### config.mk
export PLATFORM = sky130hd
export DESIGN_NAME = signed_radix_number_parser_core
export DESIGN_NICKNAME = d
export VERILOG_FILES = /design/src/design/srnp_pkg.sv /design/src/design/srnp_front.sv /design/src/design/srnp_queue.sv /design/src/design/srnp_back.sv /design/src/design/signed_radix_number_parser_core.sv
export SDC_FILE = /design/constraint.sdc
export NUM_CORES = 1
export LEC_CHECK = 0
export BUFFER_PORTS_ARGS = -buffer_cell sky130_fd_sc_hd__clkbuf_2
export CAP_MARGIN = 10
export CORE_MARGIN = 2
export CORE_UTILIZATION = 48
export DETAILED_ROUTE_END_ITERATION = 16
export PLACE_DENSITY = 0.65
export SYNTH_ARGS = -nofsm -noshare
export SYNTH_HDL_FRONTEND = slang
export SYNTH_SLANG_ARGS = --single-unit
export TNS_END_PERCENT = 5
### constraint.sdc
create_clock -name clk -period 6 [get_ports clk]
set_input_delay 0 -clock clk [delete_from_list [all_inputs] [get_ports clk]]
set_output_delay 0 -clock clk [all_outputs]
set_load 0.005 [all_outputs]
### src/design/srnp_pkg.sv
// ----------------------------------------------------------------------------
// srnp_pkg
// Shared types and constants of the signed radix number parser: character
// codes, parse phases, radix codes and the classified character record.
// ----------------------------------------------------------------------------
package srnp_pkg;

    // widths and defaults
    localparam int VALUE_OUT_W       = 16;
    localparam int VALUE_WIDTH_DEF   = 16;
    localparam int QUEUE_DEPTH_DEF   = 4;
    localparam int CHAR_W            = 8;
    localparam int DIGIT_W           = 4;

    // ascii codes the parser cares about
    localparam logic [CHAR_W-1:0] CH_MINUS = 8'h2D;
    localparam logic [CHAR_W-1:0] CH_0     = 8'h30;
    localparam logic [CHAR_W-1:0] CH_1     = 8'h31;
    localparam logic [CHAR_W-1:0] CH_9     = 8'h39;
    localparam logic [CHAR_W-1:0] CH_UA    = 8'h41;
    localparam logic [CHAR_W-1:0] CH_UF    = 8'h46;
    localparam logic [CHAR_W-1:0] CH_UX    = 8'h58;
    localparam logic [CHAR_W-1:0] CH_LA    = 8'h61;
    localparam logic [CHAR_W-1:0] CH_LB    = 8'h62;
    localparam logic [CHAR_W-1:0] CH_LF    = 8'h66;
    localparam logic [CHAR_W-1:0] CH_LX    = 8'h78;

    // offset from the low nibble of a hex letter to its digit value
    localparam logic [DIGIT_W-1:0] HEX_LETTER_OFS = 4'd9;

    // parse phases
    typedef enum logic [2:0] {
        PH_START  = 3'd0,
        PH_ZERO   = 3'd1,
        PH_HEXPFX = 3'd2,
        PH_HEX    = 3'd3,
        PH_BINPFX = 3'd4,
        PH_BIN    = 3'd5,
        PH_DEC    = 3'd6,
        PH_FAIL   = 3'd7
    } phase_t;

    // radix of a digit step
    typedef enum logic [1:0] {
        RADIX_DEC = 2'd0,
        RADIX_HEX = 2'd1,
        RADIX_BIN = 2'd2
    } radix_t;

    // classified character, as queued between front and back
    typedef struct packed {
        logic               last;
        logic               is_minus;
        logic               is_zero;
        logic               is_x;
        logic               is_b;
        logic               is_dec;
        logic               is_hex;
        logic               is_bin;
        logic [DIGIT_W-1:0] digit;
    } char_class_t;

endpackage

### src/design/srnp_front.sv
// ----------------------------------------------------------------------------
// srnp_front
// Input side: takes one character request per cycle while the queue is not
// full, classifies it and pushes the classified record into the queue.
// ----------------------------------------------------------------------------
module srnp_front (
    input  logic                          in_valid,
    output logic                          in_stall,
    input  logic [srnp_pkg::CHAR_W-1:0]   ch,
    input  logic                          last_char,
    input  logic                          q_full,
    output logic                          q_push,
    output srnp_pkg::char_class_t         q_wdata
);
    import srnp_pkg::*;

    logic is_lower_hex;
    logic is_upper_hex;

    // handshake toward the queue
    assign in_stall = q_full;
    assign q_push   = in_valid && !q_full;

    // character classes
    assign is_lower_hex = (ch >= CH_LA) && (ch <= CH_LF);
    assign is_upper_hex = (ch >= CH_UA) && (ch <= CH_UF);

    always_comb
    begin
        q_wdata          = '0;
        q_wdata.last     = last_char;
        q_wdata.is_minus = (ch == CH_MINUS);
        q_wdata.is_zero  = (ch == CH_0);
        q_wdata.is_x     = (ch == CH_LX) || (ch == CH_UX);
        q_wdata.is_b     = (ch == CH_LB);
        q_wdata.is_dec   = (ch >= CH_0) && (ch <= CH_9);
        q_wdata.is_bin   = (ch == CH_0) || (ch == CH_1);
        q_wdata.is_hex   = q_wdata.is_dec || is_lower_hex || is_upper_hex;
        // digit value: letters map low nibble 1..6 to 10..15
        if (is_lower_hex || is_upper_hex)
        begin
            q_wdata.digit = ch[DIGIT_W-1:0] + HEX_LETTER_OFS;
        end
        else
        begin
            q_wdata.digit = ch[DIGIT_W-1:0];
        end
    end

endmodule

### src/design/srnp_queue.sv
// ----------------------------------------------------------------------------
// srnp_queue
// Small first-in first-out queue of classified characters between the
// front and the back, so each side can stall on its own.
// ----------------------------------------------------------------------------
module srnp_queue #(
    parameter int DEPTH = srnp_pkg::QUEUE_DEPTH_DEF
) (
    input  logic                  clk,
    input  logic                  rst_n,
    input  logic                  push,
    input  srnp_pkg::char_class_t wdata,
    output logic                  full,
    input  logic                  pop,
    output logic                  not_empty,
    output srnp_pkg::char_class_t rdata
);
    import srnp_pkg::*;

    localparam int PTR_W = (DEPTH > 1) ? $clog2(DEPTH) : 1;
    localparam int CNT_W = $clog2(DEPTH + 1);
    localparam logic [PTR_W-1:0] PTR_LAST = PTR_W'(DEPTH - 1);
    localparam logic [CNT_W-1:0] CNT_FULL = CNT_W'(DEPTH);

    char_class_t       slot_reg [DEPTH];
    logic [PTR_W-1:0]  wr_ptr_reg, wr_ptr_next;
    logic [PTR_W-1:0]  rd_ptr_reg, rd_ptr_next;
    logic [CNT_W-1:0]  count_reg, count_next;

    assign full      = (count_reg == CNT_FULL);
    assign not_empty = (count_reg != '0);
    assign rdata     = slot_reg[rd_ptr_reg];

    // pointer and count update
    always_comb
    begin
        wr_ptr_next = wr_ptr_reg;
        rd_ptr_next = rd_ptr_reg;
        count_next  = count_reg;
        if (push)
        begin
            wr_ptr_next = (wr_ptr_reg == PTR_LAST) ? '0 : wr_ptr_reg + 1'b1;
        end
        if (pop)
        begin
            rd_ptr_next = (rd_ptr_reg == PTR_LAST) ? '0 : rd_ptr_reg + 1'b1;
        end
        if (push && !pop)
        begin
            count_next = count_reg + 1'b1;
        end
        else if (pop && !push)
        begin
            count_next = count_reg - 1'b1;
        end
    end

    always_ff @(posedge clk or negedge rst_n)
    begin
        if (!rst_n)
        begin
            wr_ptr_reg <= '0;
            rd_ptr_reg <= '0;
            count_reg  <= '0;
        end
        else
        begin
            wr_ptr_reg <= wr_ptr_next;
            rd_ptr_reg <= rd_ptr_next;
            count_reg  <= count_next;
        end
    end

    // storage, no reset needed
    always_ff @(posedge clk)
    begin
        if (push)
        begin
            slot_reg[wr_ptr_reg] <= wdata;
        end
    end

endmodule

### src/design/srnp_back.sv
// ----------------------------------------------------------------------------
// srnp_back
// Parse engine: steps the phase machine on each queued character, runs the
// radix multiply-add with overflow detection, and holds the word result in
// an output register until it is taken.
// ----------------------------------------------------------------------------
module srnp_back #(
    parameter int VALUE_WIDTH = srnp_pkg::VALUE_WIDTH_DEF
) (
    input  logic                                 clk,
    input  logic                                 rst_n,
    input  logic                                 q_not_empty,
    input  srnp_pkg::char_class_t                q_rdata,
    output logic                                 q_pop,
    output logic                                 out_valid,
    input  logic                                 out_stall,
    output logic                                 ok,
    output logic signed [srnp_pkg::VALUE_OUT_W-1:0] value,
    output logic                                 overflow
);
    import srnp_pkg::*;

    localparam int PROD_W = VALUE_WIDTH + DIGIT_W;
    localparam int EXT_W  = VALUE_WIDTH + VALUE_OUT_W;

    phase_t                   phase_reg, phase_next;
    logic [VALUE_WIDTH-1:0]   acc_reg, acc_next;
    logic                     neg_reg, neg_next;
    logic                     ovf_reg, ovf_next;
    logic                     out_valid_reg, out_valid_next;
    logic                     ok_reg, ok_next;
    logic [VALUE_OUT_W-1:0]   value_reg, value_next;
    logic                     overflow_reg, overflow_next;

    phase_t                   step_phase;
    logic                     step_neg;
    logic                     do_add;
    radix_t                   radix;
    logic [PROD_W-1:0]        acc_ext;
    logic [PROD_W-1:0]        prod;
    logic [VALUE_WIDTH-1:0]   step_acc;
    logic                     step_ovf;
    logic                     word_ok;
    logic [EXT_W-1:0]         mag_ext;
    logic [VALUE_OUT_W-1:0]   mag16;

    // a request leaves the queue unless it ends a word and the result is blocked
    assign q_pop = q_not_empty && (!q_rdata.last || !out_valid_reg || !out_stall);

    // phase machine on the current character
    always_comb
    begin
        step_phase = phase_reg;
        step_neg   = neg_reg;
        do_add     = 1'b0;
        radix      = RADIX_DEC;
        case (phase_reg)
            PH_START:
            begin
                if (q_rdata.is_minus && !neg_reg)
                begin
                    step_neg = 1'b1;
                end
                else if (q_rdata.is_zero)
                begin
                    step_phase = PH_ZERO;
                end
                else if (q_rdata.is_dec)
                begin
                    do_add     = 1'b1;
                    step_phase = PH_DEC;
                end
                else if (q_rdata.is_b)
                begin
                    step_phase = PH_BINPFX;
                end
                else
                begin
                    step_phase = PH_FAIL;
                end
            end
            PH_ZERO:
            begin
                if (q_rdata.is_x)
                begin
                    step_phase = PH_HEXPFX;
                end
                else if (q_rdata.is_dec)
                begin
                    do_add     = 1'b1;
                    step_phase = PH_DEC;
                end
                else
                begin
                    step_phase = PH_FAIL;
                end
            end
            PH_HEXPFX, PH_HEX:
            begin
                radix = RADIX_HEX;
                if (q_rdata.is_hex)
                begin
                    do_add     = 1'b1;
                    step_phase = PH_HEX;
                end
                else
                begin
                    step_phase = PH_FAIL;
                end
            end
            PH_BINPFX, PH_BIN:
            begin
                radix = RADIX_BIN;
                if (q_rdata.is_bin)
                begin
                    do_add     = 1'b1;
                    step_phase = PH_BIN;
                end
                else
                begin
                    step_phase = PH_FAIL;
                end
            end
            PH_DEC:
            begin
                if (q_rdata.is_dec)
                begin
                    do_add = 1'b1;
                end
                else
                begin
                    step_phase = PH_FAIL;
                end
            end
            default:
            begin
                step_phase = PH_FAIL;
            end
        endcase
    end

    // constant-radix multiply-add; overflow when the true result needs extra bits
    assign acc_ext = PROD_W'(acc_reg);

    always_comb
    begin
        case (radix)
            RADIX_HEX: prod = (acc_ext << 4) + PROD_W'(q_rdata.digit);
            RADIX_BIN: prod = (acc_ext << 1) + PROD_W'(q_rdata.digit);
            default:   prod = (acc_ext << 3) + (acc_ext << 1) + PROD_W'(q_rdata.digit);
        endcase
    end

    assign step_acc = do_add ? prod[VALUE_WIDTH-1:0] : acc_reg;
    assign step_ovf = ovf_reg || (do_add && (prod[PROD_W-1:VALUE_WIDTH] != '0));

    // word result
    assign word_ok = (step_phase == PH_ZERO) || (step_phase == PH_HEX) ||
                     (step_phase == PH_BIN)  || (step_phase == PH_DEC);
    assign mag_ext = EXT_W'(step_acc);
    assign mag16   = mag_ext[VALUE_OUT_W-1:0];

    // state and output register update
    always_comb
    begin
        phase_next     = phase_reg;
        acc_next       = acc_reg;
        neg_next       = neg_reg;
        ovf_next       = ovf_reg;
        out_valid_next = out_valid_reg && out_stall;
        ok_next        = ok_reg;
        value_next     = value_reg;
        overflow_next  = overflow_reg;
        if (q_pop)
        begin
            if (q_rdata.last)
            begin
                phase_next     = PH_START;
                acc_next       = '0;
                neg_next       = 1'b0;
                ovf_next       = 1'b0;
                out_valid_next = 1'b1;
                ok_next        = word_ok;
                if (word_ok)
                begin
                    value_next    = step_neg ? VALUE_OUT_W'(0) - mag16 : mag16;
                    overflow_next = step_ovf;
                end
                else
                begin
                    value_next    = '0;
                    overflow_next = 1'b0;
                end
            end
            else
            begin
                phase_next = step_phase;
                acc_next   = step_acc;
                neg_next   = step_neg;
                ovf_next   = step_ovf;
            end
        end
    end

    always_ff @(posedge clk or negedge rst_n)
    begin
        if (!rst_n)
        begin
            phase_reg     <= PH_START;
            acc_reg       <= '0;
            neg_reg       <= 1'b0;
            ovf_reg       <= 1'b0;
            out_valid_reg <= 1'b0;
        end
        else
        begin
            phase_reg     <= phase_next;
            acc_reg       <= acc_next;
            neg_reg       <= neg_next;
            ovf_reg       <= ovf_next;
            out_valid_reg <= out_valid_next;
        end
    end

    // result payload, no reset needed
    always_ff @(posedge clk)
    begin
        ok_reg       <= ok_next;
        value_reg    <= value_next;
        overflow_reg <= overflow_next;
    end

    assign out_valid = out_valid_reg;
    assign ok        = ok_reg;
    assign value     = signed'(value_reg);
    assign overflow  = overflow_reg;

endmodule

### src/design/signed_radix_number_parser_core.sv
// ----------------------------------------------------------------------------
// signed_radix_number_parser_core
// Parses a word of ASCII characters into a signed integer with optional
// minus, hex (0x/0X) or binary (b) prefix, one result per word.
// ----------------------------------------------------------------------------
// The block takes one character request per clock while in_stall is low;
// the parse step is a phase update plus a shift-and-add multiply by 10,
// 16 or 2 on the VALUE_WIDTH accumulator. The request carrying the last
// character is first written into the queue; once it reaches the head and
// the result register is free or being taken, the parse step loads the
// result register. The queue of QUEUE_DEPTH entries lets characters keep
// arriving while a finished result waits on out_stall; once it fills,
// in_stall rises. Words that end in a bad digit, a lone minus or a prefix
// without digits give ok = 0 with value and overflow at zero.
// ----------------------------------------------------------------------------
module signed_radix_number_parser_core #(
    parameter int VALUE_WIDTH = srnp_pkg::VALUE_WIDTH_DEF,
    parameter int QUEUE_DEPTH = srnp_pkg::QUEUE_DEPTH_DEF
) (
    input  logic                                    clk,
    input  logic                                    rst_n,
    input  logic                                    in_valid,
    output logic                                    in_stall,
    input  logic [srnp_pkg::CHAR_W-1:0]             ch,
    input  logic                                    last_char,
    output logic                                    out_valid,
    input  logic                                    out_stall,
    output logic                                    ok,
    output logic signed [srnp_pkg::VALUE_OUT_W-1:0] value,
    output logic                                    overflow
);
    import srnp_pkg::*;

    char_class_t q_wdata;
    char_class_t q_rdata;
    logic        q_push;
    logic        q_pop;
    logic        q_full;
    logic        q_not_empty;

    // character classification
    srnp_front u_front (
        .in_valid  (in_valid),
        .in_stall  (in_stall),
        .ch        (ch),
        .last_char (last_char),
        .q_full    (q_full),
        .q_push    (q_push),
        .q_wdata   (q_wdata)
    );

    // decoupling queue
    srnp_queue #(
        .DEPTH (QUEUE_DEPTH)
    ) u_queue (
        .clk       (clk),
        .rst_n     (rst_n),
        .push      (q_push),
        .wdata     (q_wdata),
        .full      (q_full),
        .pop       (q_pop),
        .not_empty (q_not_empty),
        .rdata     (q_rdata)
    );

    // parse engine and result register
    srnp_back #(
        .VALUE_WIDTH (VALUE_WIDTH)
    ) u_back (
        .clk         (clk),
        .rst_n       (rst_n),
        .q_not_empty (q_not_empty),
        .q_rdata     (q_rdata),
        .q_pop       (q_pop),
        .out_valid   (out_valid),
        .out_stall   (out_stall),
        .ok          (ok),
        .value       (value),
        .overflow    (overflow)
    );

endmodule

=== Word level (Yosys, flattened, before mapping) ===
Memories as Yosys holds them, arrays and structs flattened.
Index checks and enable logic that the tools add are counted.

* $add $sub $neg: 10
* Order comparisons: 6
* Eq/ne operators: 21
* Mux-type cells: 36
* Reductions and logical operators: 35

{| class="wikitable"
|+ Operator list
! operator !! count
|-
| 2-to-1 mux 16 bit || 3
|-
| adder 20 x 4 -> 20 bit || 2
|-
| case mux 20 bit (2 select lines) || 1
|-
| 2-to-1 mux 3 bit || 9
|-
| equality test 8 x 6 -> 1 bit (second input constant) || 3
|-
| equality test 8 x 7 -> 1 bit (second input constant) || 3
|-
| adder 19 x 17 -> 20 bit || 1
|-
| adder 17 x 4 -> 18 bit || 1
|-
| equality test 3 bit (second input constant) || 6
|-
| >= comparator 8 x 7 -> 1 bit (second input constant) || 2
|-
| less-or-equal comparator 8 x 7 -> 1 bit (second input constant) || 2
|-
| subtractor 1 x 16 -> 16 bit (first input constant) || 1
|-
| 2-to-1 mux 1 bit || 15
|-
| case mux 3 bit (5 select lines) || 1
|-
| logical OR 1 bit || 11
|-
| logical AND 1 bit || 10
|-
| equality test 3 x 2 -> 1 bit (second input constant) || 3
|-
| >= comparator 8 x 6 -> 1 bit (second input constant) || 1
|-
| less-or-equal comparator 8 x 6 -> 1 bit (second input constant) || 1
|-
| 2-to-1 mux 2 bit || 4
|-
| zero test 1 bit || 7
|-
| equality test 2 bit (second input constant) || 3
|-
| equality test 3 x 1 -> 1 bit (second input constant) || 2
|-
| case mux 1 bit (5 select lines) || 1
|-
| 13 further kinds || 15
|}

* Bits in registers: 47
* Bits in writable memories: 48
* Output and inout port bits: 20
* Memories kept: 1

{| class="wikitable"
|+ Memories
! memory !! depth !! bits a word !! read ports !! clocked after Yosys merged registers in !! wr ports !! RTL line !! source
|-
| u_queue.slot_reg || 4 || 12 || 1 || 0 || 1 || srnp_queue.sv:25 || <nowiki>char_class_t slot_reg [DEPTH];</nowiki>
|}

=== Logic depth before layout (Yosys ltp) ===
Gate-level depths: netlist (run 1).
An unclocked memory read counts as a cell.

* Depth in word-level cells: 10
* Depth in mapped cells: 16
* Gate-level depth less buffers: 14

=== By module ===
From an unflattened synthesis (run 1), not the netlist that was laid out.

* Cells, all modules: 577
* Area, all modules: 6307.3 um2

{| class="wikitable"
|+ Modules (own cells, without submodules)
! module !! times used !! cells an instance !! area each (um2) !! seq. area each (um2)
|-
| srnp_back || 1 || 436 || 3816.2 || 1091.0
|-
| srnp_queue || 1 || 100 || 2175.8 || 1616.6
|-
| srnp_front || 1 || 41 || 315.3 || 0.0
|}

=== Least setup slack after synthesis (run 1) ===
OpenSTA, ideal clock, no wires.

* Path kind: flip-flop to flip-flop
* Start: register u_queue.rd_ptr_reg[0]
* End: register u_back.value_reg[14], in the netlist u_back.value[14] (data pin)
* Arrival time: 3.878 ns
* Data required time: 5.734 ns
* Setup slack: 1.856 ns
* Cell stages (with the launch flop): 16
* Path buffers: 2
* Path through: dfrtp_1 -> buf_6 -> buf_12 -> mux4_1 -> fa_1 -> inv_1 -> fa_1 -> nand2b_1 -> a211oi_1 -> o311ai_0 -> a211o_1 -> nand4_1 -> a21boi_1 -> a41oi_1 -> xor2_1 -> nor2_1

* Word-level cells in the longest chain between the ends: 10
* Elaborated cells on any way between the ends: 35
* Classes of those cells: add/sub (4); eq/ne (4); mux (22); reduce/logical (4); memory (1)

{| class="wikitable"
|+ RTL lines
! what !! RTL line !! source
|-
| start, declared || srnp_queue.sv:27 || <nowiki>logic [PTR_W-1:0] rd_ptr_reg, rd_ptr_next;</nowiki>
|-
| start signal, assigned || srnp_queue.sv:69 || <nowiki>rd_ptr_reg <= rd_ptr_next;</nowiki>
|-
| memory (4 x 12 bit) (*) || -- ||
|-
| parallel branches: the longest is 9 deep, another holds adder 20 x 4 -> 20 bit || -- ||
|-
| end signal, assigned || srnp_back.sv:229 || <nowiki>value_reg <= value_next;</nowiki>
|-
| end, declared || srnp_back.sv:32 || <nowiki>logic [VALUE_OUT_W-1:0] value_reg, value_next;</nowiki>
|}

Mark *: on every way between the ends.
A chain may end at the register's enable or synchronous reset.

=== Worst setup path in the final report (run 1) ===
Ends and elaborated chain as after synthesis.

==> flow_metrics.tcl, run 1 <==
set metrics [dict create \
    grt_pass1_vias 4729 \
    worst_slew_pin_slew_ps 988.4 \
    post-cts-setup-buffers 0 \
    tns_ps 0 \
    port_buffers 32 \
    via_per_inst 5.955 \
    diodes 0 \
    core_area_sq_um 12720 \
    crit_required_ps 6100 \
    slew_headroom 0.3411 \
    finalHoldViolCount 0 \
    rrSetupSlack_ps 1350 \
    timing_max_transition_violations_final 0 \
    ys.flop_type "edfxtp_1" \
    ys_seq_elements 95 \
    clockRootBuffer "clkbuf_16" \
    mostFrequentLayoutCell "edfxtp_1" \
    ys_seq_area_frac 0.4289 \
    seqCellArea_sq_um 2708 \
    multi_input_area_sq_um 3386 \
    finalNetCount 685 \
    cts_tree "yes" \
    insertion_delay_ps 350 \
    syn_inst 598 \
    utilization 0.5434 \
    startpoint_type "register" \
    synth.distinct_cells 75 \
    hp-class "input port to register" \
    cts_max_path_buffers 2 \
    p_leak_uw 0.002826 \
    status "finished, final reports clean" \
    layout_setup_ws_ps 1355 \
    arrival_ps 4740 \
    clk_pin_slew_worst_paths_ps 70 \
    die_w_um 118.7 \
    drc 0 \
    peakVddDrop_mv 0.3162 \
    cts_inserted_buffers 9 \
    grt_pass1_wl_um 23700 \
    layout_common_cells "edfxtp_1, nand2_1, nor2_1" \
    fin_crit_sh 0.7742 \
    wire_per_inst_um 18.03 \
    cp_slowest_cell "mux4_1" \
    dpl_worst_slack_ps 1415 \
    ios 33 \
    die_y_um 118.7 \
    critical_path.cell_chain "buf_4 -> mux4_1 -> ha_1 -> ha_1 -> inv_1 -> fa_1 -> nand2b_1 -> a21oi_1 -> xor2_1 -> a221oi_1 -> a31oi_1 -> nor4_2 -> a41oi_1 -> xor2_1 -> nor2_1" \
    drtIter0Drc 317 \
    hpwl_um 10470 \
    vias 4758 \
    end_kind "register" \
    setup_viol 0 \
    clock-sinks 95 \
    yosysWarnings 0 \
    slowest_delay_ps 680 \
    synth_area_sq_um 6314 \
    drive_above_1_share 0.1244 \
    place.gp.congestion 0.8267 \
    syn_area_per_cell_sq_um 10.56 \
    fill_cells 1131 \
    worstSetupPathType "register to register" \
    antenna_found_initial 0 \
    drt_wl_total_um 14410 \
    fin_worst_skew_ps 8.495 \
    synth_edf_count 66 \
    power.density_nw_per_um2 616.9 \
    cp_max_fo 14 \
    largest_register_ffs 48 \
    rows 41 \
    area_growth_pct 9.493 \
    grt_max_degree 30 \
    die_area_sq_um 14090 \
    gr-total-overflow 0 \
    syn_nets 661 \
    start_util 0.4963 \
    rsz0062_at_grt "no" \
    maxCapViolations 0 \
    htreeDepth 3 \
    drtPass1Iterations 5 \
    fmax_mhz 215.3 \
    detail-route-antenna-nets 0 \
    async_flop_share 0.3053 \
    grt.total_usage 0.2123 \
    min_period_ps 4645 \
]
[cells by family (layout without fill, tap and decap cells)]
kind of cell | count (synthesis) | in the layout | share of synthesized area
flops | 95 | 95 | 0.4289
simple gates | 207 | 207 | 0.1663
xor+xnor | 30 | 30 | 0.04162
fa+ha+maj | 50 | 50 | 0.1038
buf+inv | 51 | 80 | 0.03488
compound gates | 142 | 142 | 0.1597
mux | 23 | 23 | 0.06480
[metal layers]
metal	vias up	routed length, um	track usage
li1	2306	-	-
met1	2288	6260	0.2520
met2	137	7236	0.3815
met4	0	352	0.07738
met3	27	556	0.03909
met5	-	0	0
[worst max-delay path: cells and delay by family (launching register included)]
| kind | cells | cell delay [ps] |
|---|---|---|
| xor+xnor | 2 | 290 |
| buf+inv | 2 | 320 |
| simple gates | 3 | 660 |
| mux | 1 | 680 |
| fa+ha+maj | 3 | 900 |
| compound gates | 4 | 1170 |
| flops | 1 | 370 |
[path summary, 6_finish.rpt]
check,cells past startpoint,to,startpoint
hold / removal,2,u_queue.slot_reg[1][10],ch[4]
min in group asynchronous,2,u_queue.count_reg[2],rst_n
setup reg to reg,15,u_back.value[14],u_queue.rd_ptr_reg[0]
setup / recovery,15,u_back.value[14],u_queue.rd_ptr_reg[0]
max in group asynchronous,2,u_back.acc_reg[9],rst_n
hold reg to reg,1,u_queue.count_reg[2],u_queue.count_reg[2]
[cell usage after synthesis, types with 3 or more instances]
library cell / number / area share
nand3_1: 10 / 0.0079
nor4_1: 6 / 0.0059
and4_1: 5 / 0.0069
ha_1: 46 / 0.091
a221oi_1: 6 / 0.0083
and3_1: 6 / 0.0059
o21a_1: 3 / 0.0036
nand2_1: 53 / 0.032
and2_1: 8 / 0.0079
nor2b_1: 9 / 0.0089
a311oi_1: 3 / 0.0042
o31ai_1: 5 / 0.0059
a21oi_1: 29 / 0.023
o31a_1: 5 / 0.0069
nor3_1: 22 / 0.017
mux4_1: 6 / 0.025
mux2i_1: 9 / 0.014
a21o_1: 7 / 0.0083
or3_1: 9 / 0.0089
o21ai_0: 31 / 0.025
nor2_1: 48 / 0.029
edfxtp_1: 66 / 0.31
clkbuf_1: 16 / 0.0095
inv_1: 23 / 0.014
nand4_1: 5 / 0.0050
a31oi_1: 6 / 0.0059
nand2b_1: 8 / 0.0079
nor3b_1: 3 / 0.0036
o211ai_1: 3 / 0.0036
xnor2_1: 12 / 0.017
buf_2: 4 / 0.0032
buf_1: 4 / 0.0024
or2_2: 7 / 0.0069
a211oi_1: 4 / 0.0048
a22o_1: 9 / 0.012
dfrtp_1: 29 / 0.11
fa_1: 4 / 0.013
mux4_2: 6 / 0.021
xor2_1: 18 / 0.025
nand3b_1: 3 / 0.0036
[power breakdown]
part	internal (uW)	switching (uW)	total, uW
combinational	970	1550	2520
sequential	1020	176	1200
clock	290	262	552
total	2280	1980	4260
[area by class of cell]
class / count / share of cell area
Inverter: 25 / 0.01357
Multi-Input combinational cell: 452 / 0.4898
Timing Repair Buffer: 39 / 0.03186
Sequential cell: 95 / 0.3917
Clock inverter: 7 / 0.009412
Clock buffer: 9 / 0.03258
Tap cell: 172 / 0.03113
[per-stage QoR]
stage	area [sq um]	power, uW	hold WS, ps	cells
after floorplan	6314	3072	-295.6	598
after global placement	6593	3629	140.0	780
after detailed placement	6593	3703	151.5	780
after CTS	6913	4267	40.67	799
after global routing	6913	4608	67.82	799
final	6913	4265	36.90	799
[what timing repair did]
| item | 4_1_cts | 5_1_grt |
|---|---|---|
| hold buffers | 3 | 0 |
| endpoints found under the hold margin | 34 | 0 |
| gates resized for setup | 0 | 0 |
| setup endpoints to repair | 0 | 0 |
No activity file was read; power rests on OpenSTA's default activity.
==> run 2: changes to the inputs <==
Clock period 6 ns to 4.7 ns, I/O delays scaled along.
==> run 2 against run 1 <==
  * Final cell count rose by 0.63%
  * Fmax rose by 1.7%
  * First-iteration DRC count rose by 17%
  * Clock power rose by 29%
  * Critical path depth fell by 3
  * Sequential share of layout area fell by 0.31 points
  * Critical endpoint unchanged
  * Count of clock-buffer cells in the layout did not move
==> flow_metrics.tcl, run 2 (synthesized netlist as in run 1, its figures left out) <==
set metrics [dict create \
    status "finished, final reports clean" \
    grt.total_usage 0.2129 \
    core_area_sq_um 12720 \
    die_w_um 118.7 \
    fill_cells 1129 \
    multi_input_area_sq_um 3402 \
    seq_power_share 0.274 \
    rsz0062_at_grt "no" \
    die_y_um 118.7 \
    setup_viol 0 \
    port_buffers 32 \
    drc 0 \
    grt_max_degree 30 \
    critical_path.cell_chain "mux4_1 -> fa_1 -> ha_1 -> a211o_1 -> a2111oi_0 -> o311ai_0 -> o41ai_1 -> o31a_1 -> o21a_1 -> a41oi_1 -> xor2_1 -> nor2_1" \
    slew_headroom 0.3429 \
    rows 41 \
    drtPass1Iterations 4 \
    use_met2 0.3757 \
    post-cts-setup-buffers 0 \
    cp_max_fo 4 \
    clock-sinks 95 \
    place.gp.congestion 0.8469 \
    drive_above_1_share 0.1377 \
    netSwitchingFraction 0.4623 \
    cts_tree "yes" \
    diodes 0 \
    grt_pass1_vias 4858 \
    fin_crit_sh 0.9717 \
    vias 4792 \
    cp_slowest_cell "a2111oi_0" \
    min_period_ps 4567 \
    p_leak_uw 0.002847 \
    area_growth_pct 10.36 \
    drt_wl_total_um 14520 \
    hpwl_um 10570 \
    clockRootBuffer "clkbuf_16" \
    mostFrequentLayoutCell "edfxtp_1" \
    utilization 0.5477 \
    gr-total-overflow 0 \
    start_util 0.4963 \
    cts_inserted_buffers 9 \
    globalRoute.busiestLayer "met2" \
    antenna_found_initial 0 \
    hp-class "input port to register" \
    p_sw_uw 2540 \
    slowest_delay_ps 740 \
    seqCellArea_sq_um 2708 \
    timing_max_transition_violations_final 0 \
    tns_ps 0 \
    via_per_inst 5.960 \
    p_int_uw 2954 \
    ios 33 \
    finalNetCount 690 \
    htreeDepth 3 \
    peakVddDrop_mv 0.3279 \
    crit_required_ps 4800 \
    comb_power_share 0.596 \
    die_area_sq_um 14090 \
    largest_register_ffs 48 \
    fmax_mhz 219.0 \
    fin_worst_skew_ps 8.211 \
    clk_pin_slew_worst_paths_ps 70 \
    wire_per_inst_um 18.06 \
    arrival_ps 4660 \
    end_kind "register" \
    layout_common_cells "edfxtp_1, nand2_1, nor2_1" \
    cts_max_path_buffers 2 \
    detail-route-antenna-nets 0 \
    power.density_nw_per_um2 788.5 \
    p_clk_frac 0.129 \
    drtIter0Drc 372 \
    worst_slew_pin_slew_ps 985.7 \
    insertion_delay_ps 350 \
    finalHoldViolCount 0 \
    grt_pass1_wl_um 23870 \
    met3_usage 0.04151 \
    grtUsageMet1 0.2577 \
    worstSetupPathType "register to register" \
    startpoint_type "register" \
    maxCapViolations 0 \
]
[run 2: layer usage]
metal | up-vias | share of wire | wire length (um)
met5 | - | 0 | 0
met4 | 0 | 0.023 | 327
li1 | 2305 | - | -
met1 | 2351 | 0.42 | 6113
met3 | 27 | 0.038 | 551
met2 | 109 | 0.52 | 7526
[run 2: final timing paths]
path / cells past startpoint / end / from / slack [ps]
worst max register to register: 12 / u_back.value[14] / u_queue.rd_ptr_reg[0] / 130
worst min register to register: 1 / u_queue.count_reg[2] / u_queue.count_reg[2] / 510
worst max-delay path: 12 / u_back.value[14] / u_queue.rd_ptr_reg[0] / 130
min in group asynchronous: 2 / u_queue.count_reg[2] / rst_n / 310
max in group asynchronous: 2 / u_back.phase_reg[2] / rst_n / 3840
worst min-delay path: 2 / u_queue.slot_reg[0][10] / ch[4] / 40
[run 2: what timing repair did]
| item | in CTS | in global routing |
|---|---|---|
| endpoints found under the hold margin | 34 | 0 |
| setup endpoints to repair | 0 | 4 |
| hold buffers | 3 | 0 |
| resized for setup | 0 | 3 |
[run 2: metrics by stage]
stage / hold slack, ps / setup slack, ps / instance area, sq um / std cells / total power, uW
after global routing: 69.89 / 1.038 / 6968 / 804 / 5935
after global placement: 158.5 / 401.6 / 6630 / 785 / 4676
after CTS: 35.94 / 189.8 / 6952 / 804 / 5494
final: 35.27 / 132.9 / 6968 / 804 / 5494
after detailed placement: 169.1 / 229.0 / 6630 / 785 / 4769
after floorplan: -295.6 / 556.5 / 6314 / 598 / 3922
[run 2: power groups by stage]
stage	sequential [uW]	clock (uW)	combinational (uW)
after floorplan	1450	0	2480
after global placement	1510	0	3170
after detailed placement	1520	0	3250
after CTS	1510	721	3270
after global routing	1540	750	3640
final	1510	710	3280
[run 2: layout make-up]
class,instances,area share
multi-input cells,452,0.4882
clock inverters,7,0.009517
clock buffers,9,0.03232
inverters,25,0.01347
flip-flops and latches,95,0.3886
well taps,172,0.03089
repair buffers,44,0.03699
[run 2: worst max-delay path: cells and delay by family, from the launching register on]
family,cells,cell delay [ps]
compound gates,7,2200
fa+ha+maj,2,820
mux,1,660
flops,1,410
xor+xnor,1,170
simple gates,1,50
==> run 3: changes to the inputs <==
Settings changed: CORE_UTILIZATION 48 to 54, PLACE_DENSITY 0.65 to 0.72.
==> run 3 against run 2 <==
  * Non-clock buffer count grew 1
  * Global-route usage grew 2.8 points
  * Register-to-register slack gained 170 ps
  * Via count grew 1.3%
  * Sequential share of layout area grew 0.17 points
  * Critical path depth grew 1
  * Total power grew 0.61%
  * Combinational power is essentially flat
  * Worst hold slack gained 25 ps
  * Final area shrank 0.43%
  * Critical endpoint unchanged
==> flow_metrics.tcl, run 3 (synthesized netlist as in run 1, its figures left out) <==
set metrics [dict create \
    area_growth_pct 9.889 \
    drive_above_1_share 0.1359 \
    start_util 0.5529 \
    core_area_sq_um 11420 \
    antenna_found_initial 0 \
    hold_start "ch[4]" \
    ios 33 \
    clockRootBuffer "clkbuf_16" \
    arrival_ps 4440 \
    cts_max_path_buffers 2 \
    mostFrequentLayoutCell "edfxtp_1" \
    fill_cells 933 \
    layout_common_cells "edfxtp_1, nand2_1, nor2_1" \
    finalNetCount 691 \
    final_area_sq_um 6938 \
    hpwl_um 10580 \
    vias 4856 \
    via_per_inst 6.258 \
    drtPass1Iterations 4 \
    cp_max_fo 13 \
    worstHoldEndpoint "u_queue.slot_reg[0][10]" \
    rows 39 \
    seqCellArea_sq_um 2708 \
    clk_pin_slew_worst_paths_ps 70 \
    startpoint_type "register" \
    min_path_cells 2 \
    fin_worst_skew_ps 6.943 \
    maxCapViolations 0 \
    worstReg2RegStart "u_queue.rd_ptr_reg[0]" \
    power.density_nw_per_um2 796.8 \
    timing_max_transition_violations_final 0 \
    use_met2 0.4193 \
    worstSetupPathType "register to register" \
    rr_endpoint "u_back.value[14]" \
    finalHoldViolCount 0 \
    worst_slew_pin_slew_ps 1010 \
    netSwitchingFraction 0.4612 \
    rsz0062_at_grt "no" \
    met3_usage 0.03672 \
    p_sw_uw 2549 \
    port_buffers 32 \
    place_inst 757 \
    cts_inserted_buffers 9 \
    setup_viol 0 \
    fin_crit_sh 0.9351 \
    grt_pass1_vias 4890 \
    drtIter0Drc 346 \
    grt_pass1_wl_um 24300 \
    grt_max_degree 30 \
    p_int_uw 2978 \
    insertion_delay_ps 340 \
    clock-sinks 95 \
    diodes 0 \
    crit_required_ps 4750 \
    die_y_um 112.1 \
    final_cell_count_no_fill 776 \
    r2r_cells 13 \
    wire_per_inst_um 18.82 \
    seq_power_share 0.274 \
    status "finished, final reports clean" \
    end_kind "register" \
    die_area_sq_um 12570 \
    tns_ps 0 \
    p_leak_uw 0.002860 \
    globalRoute.busiestLayer "met2" \
    fmax_mhz 227.5 \
    place_area_sq_um 6601 \
    detail-route-antenna-nets 0 \
    grt.total_usage 0.2411 \
    cts_tree "yes" \
    gr-total-overflow 0 \
    largest_register_ffs 48 \
    rrSetupSlack_ps 300 \
    comb_power_share 0.595 \
    drt_wl_total_um 14610 \
    min_period_ps 4395 \
    drc 0 \
    place.gp.congestion 0.8901 \
    slew_headroom 0.3265 \
    p_clk_frac 0.131 \
    hp-class "input port to register" \
    htreeDepth 3 \
    die_w_um 112.1 \
    multi_input_area_sq_um 3391 \
    peakVddDrop_mv 0.4767 \
    grtUsageMet1 0.3008 \
]
[run 3: worst max path at each step]
stage / cells after the start / to / slack (ps) / startpoint
after global routing: 13 / u_back.value[14] / 30 / u_queue.rd_ptr_reg[0]
after floorplan: 15 / u_back.value[14] / 560 / u_queue.rd_ptr_reg[0]
after CTS: 13 / u_back.value[14] / 320 / u_queue.rd_ptr_reg[0]
final: 13 / u_back.value[14] / 300 / u_queue.rd_ptr_reg[0]
after global placement: 13 / u_back.value[14] / 480 / u_queue.rd_ptr_reg[0]
after detailed placement: 13 / u_back.value[14] / 350 / u_queue.rd_ptr_reg[0]
[run 3: critical path, stage by stage (launching register included)]
cell and delay [ps]:
dfrtp_1 390, buf_4 270, mux4_1 650, ha_1 270, ha_1 210, a211o_1 340
a2111oi_0 600, o311ai_0 260, o41ai_1 200, o31a_1 290, o21a_1 220, a41oi_1 170
xor2_1 180, nor2_1 60
[run 3: stage by stage]
stage | power (uW) | utilization | hold WS [ps] | setup WS, ps
6_report | 5528 | 0.6076 | 60.44 | 305.0
5_1_grt | 5968 | 0.6076 | 79.83 | 31.53
4_1_cts | 5502 | 0.6072 | 56.96 | 324.7
3_5_place_dp | 4768 | 0.5781 | 175.9 | 349.4
3_3_place_gp | 4649 | 0.5781 | 159.2 | 475.1
2_1_floorplan | 3922 | - | -295.6 | 556.5
[run 3: final cells by class]
cell class	count	share of cell area
Clock buffer	12	0.03841
Clock inverter	4	0.005050
Inverter	25	0.01353
Multi-Input combinational cell	452	0.4887
Sequential cell	95	0.3903
Tap cell	143	0.02579
Timing Repair Buffer	45	0.03823
[run 3: per-layer routing]
metal / up-vias / wire [um]
li1: 2314 / -
met1: 2357 / 6093
met2: 152 / 7442
met3: 33 / 678
met4: 0 / 392
met5: - / 0
[run 3: repair_timing]
action / 4_1_cts / 5_1_grt
endpoints found under the hold margin: 34 / 0
hold buffers: 3 / 0
setup buffers: 0 / 0
gates resized for setup: 0 / 1
setup endpoints to repair: 0 / 1
[run 3: power groups by stage]
| stage | registers (uW) | clock network [uW] | logic, uW |
|---|---|---|---|
| finish | 1520 | 723 | 3290 |
| global route | 1550 | 765 | 3650 |
| CTS | 1520 | 731 | 3260 |
| detailed placement | 1530 | 0 | 3240 |
| global placement | 1510 | 0 | 3140 |
| floorplan | 1450 | 0 | 2480 |
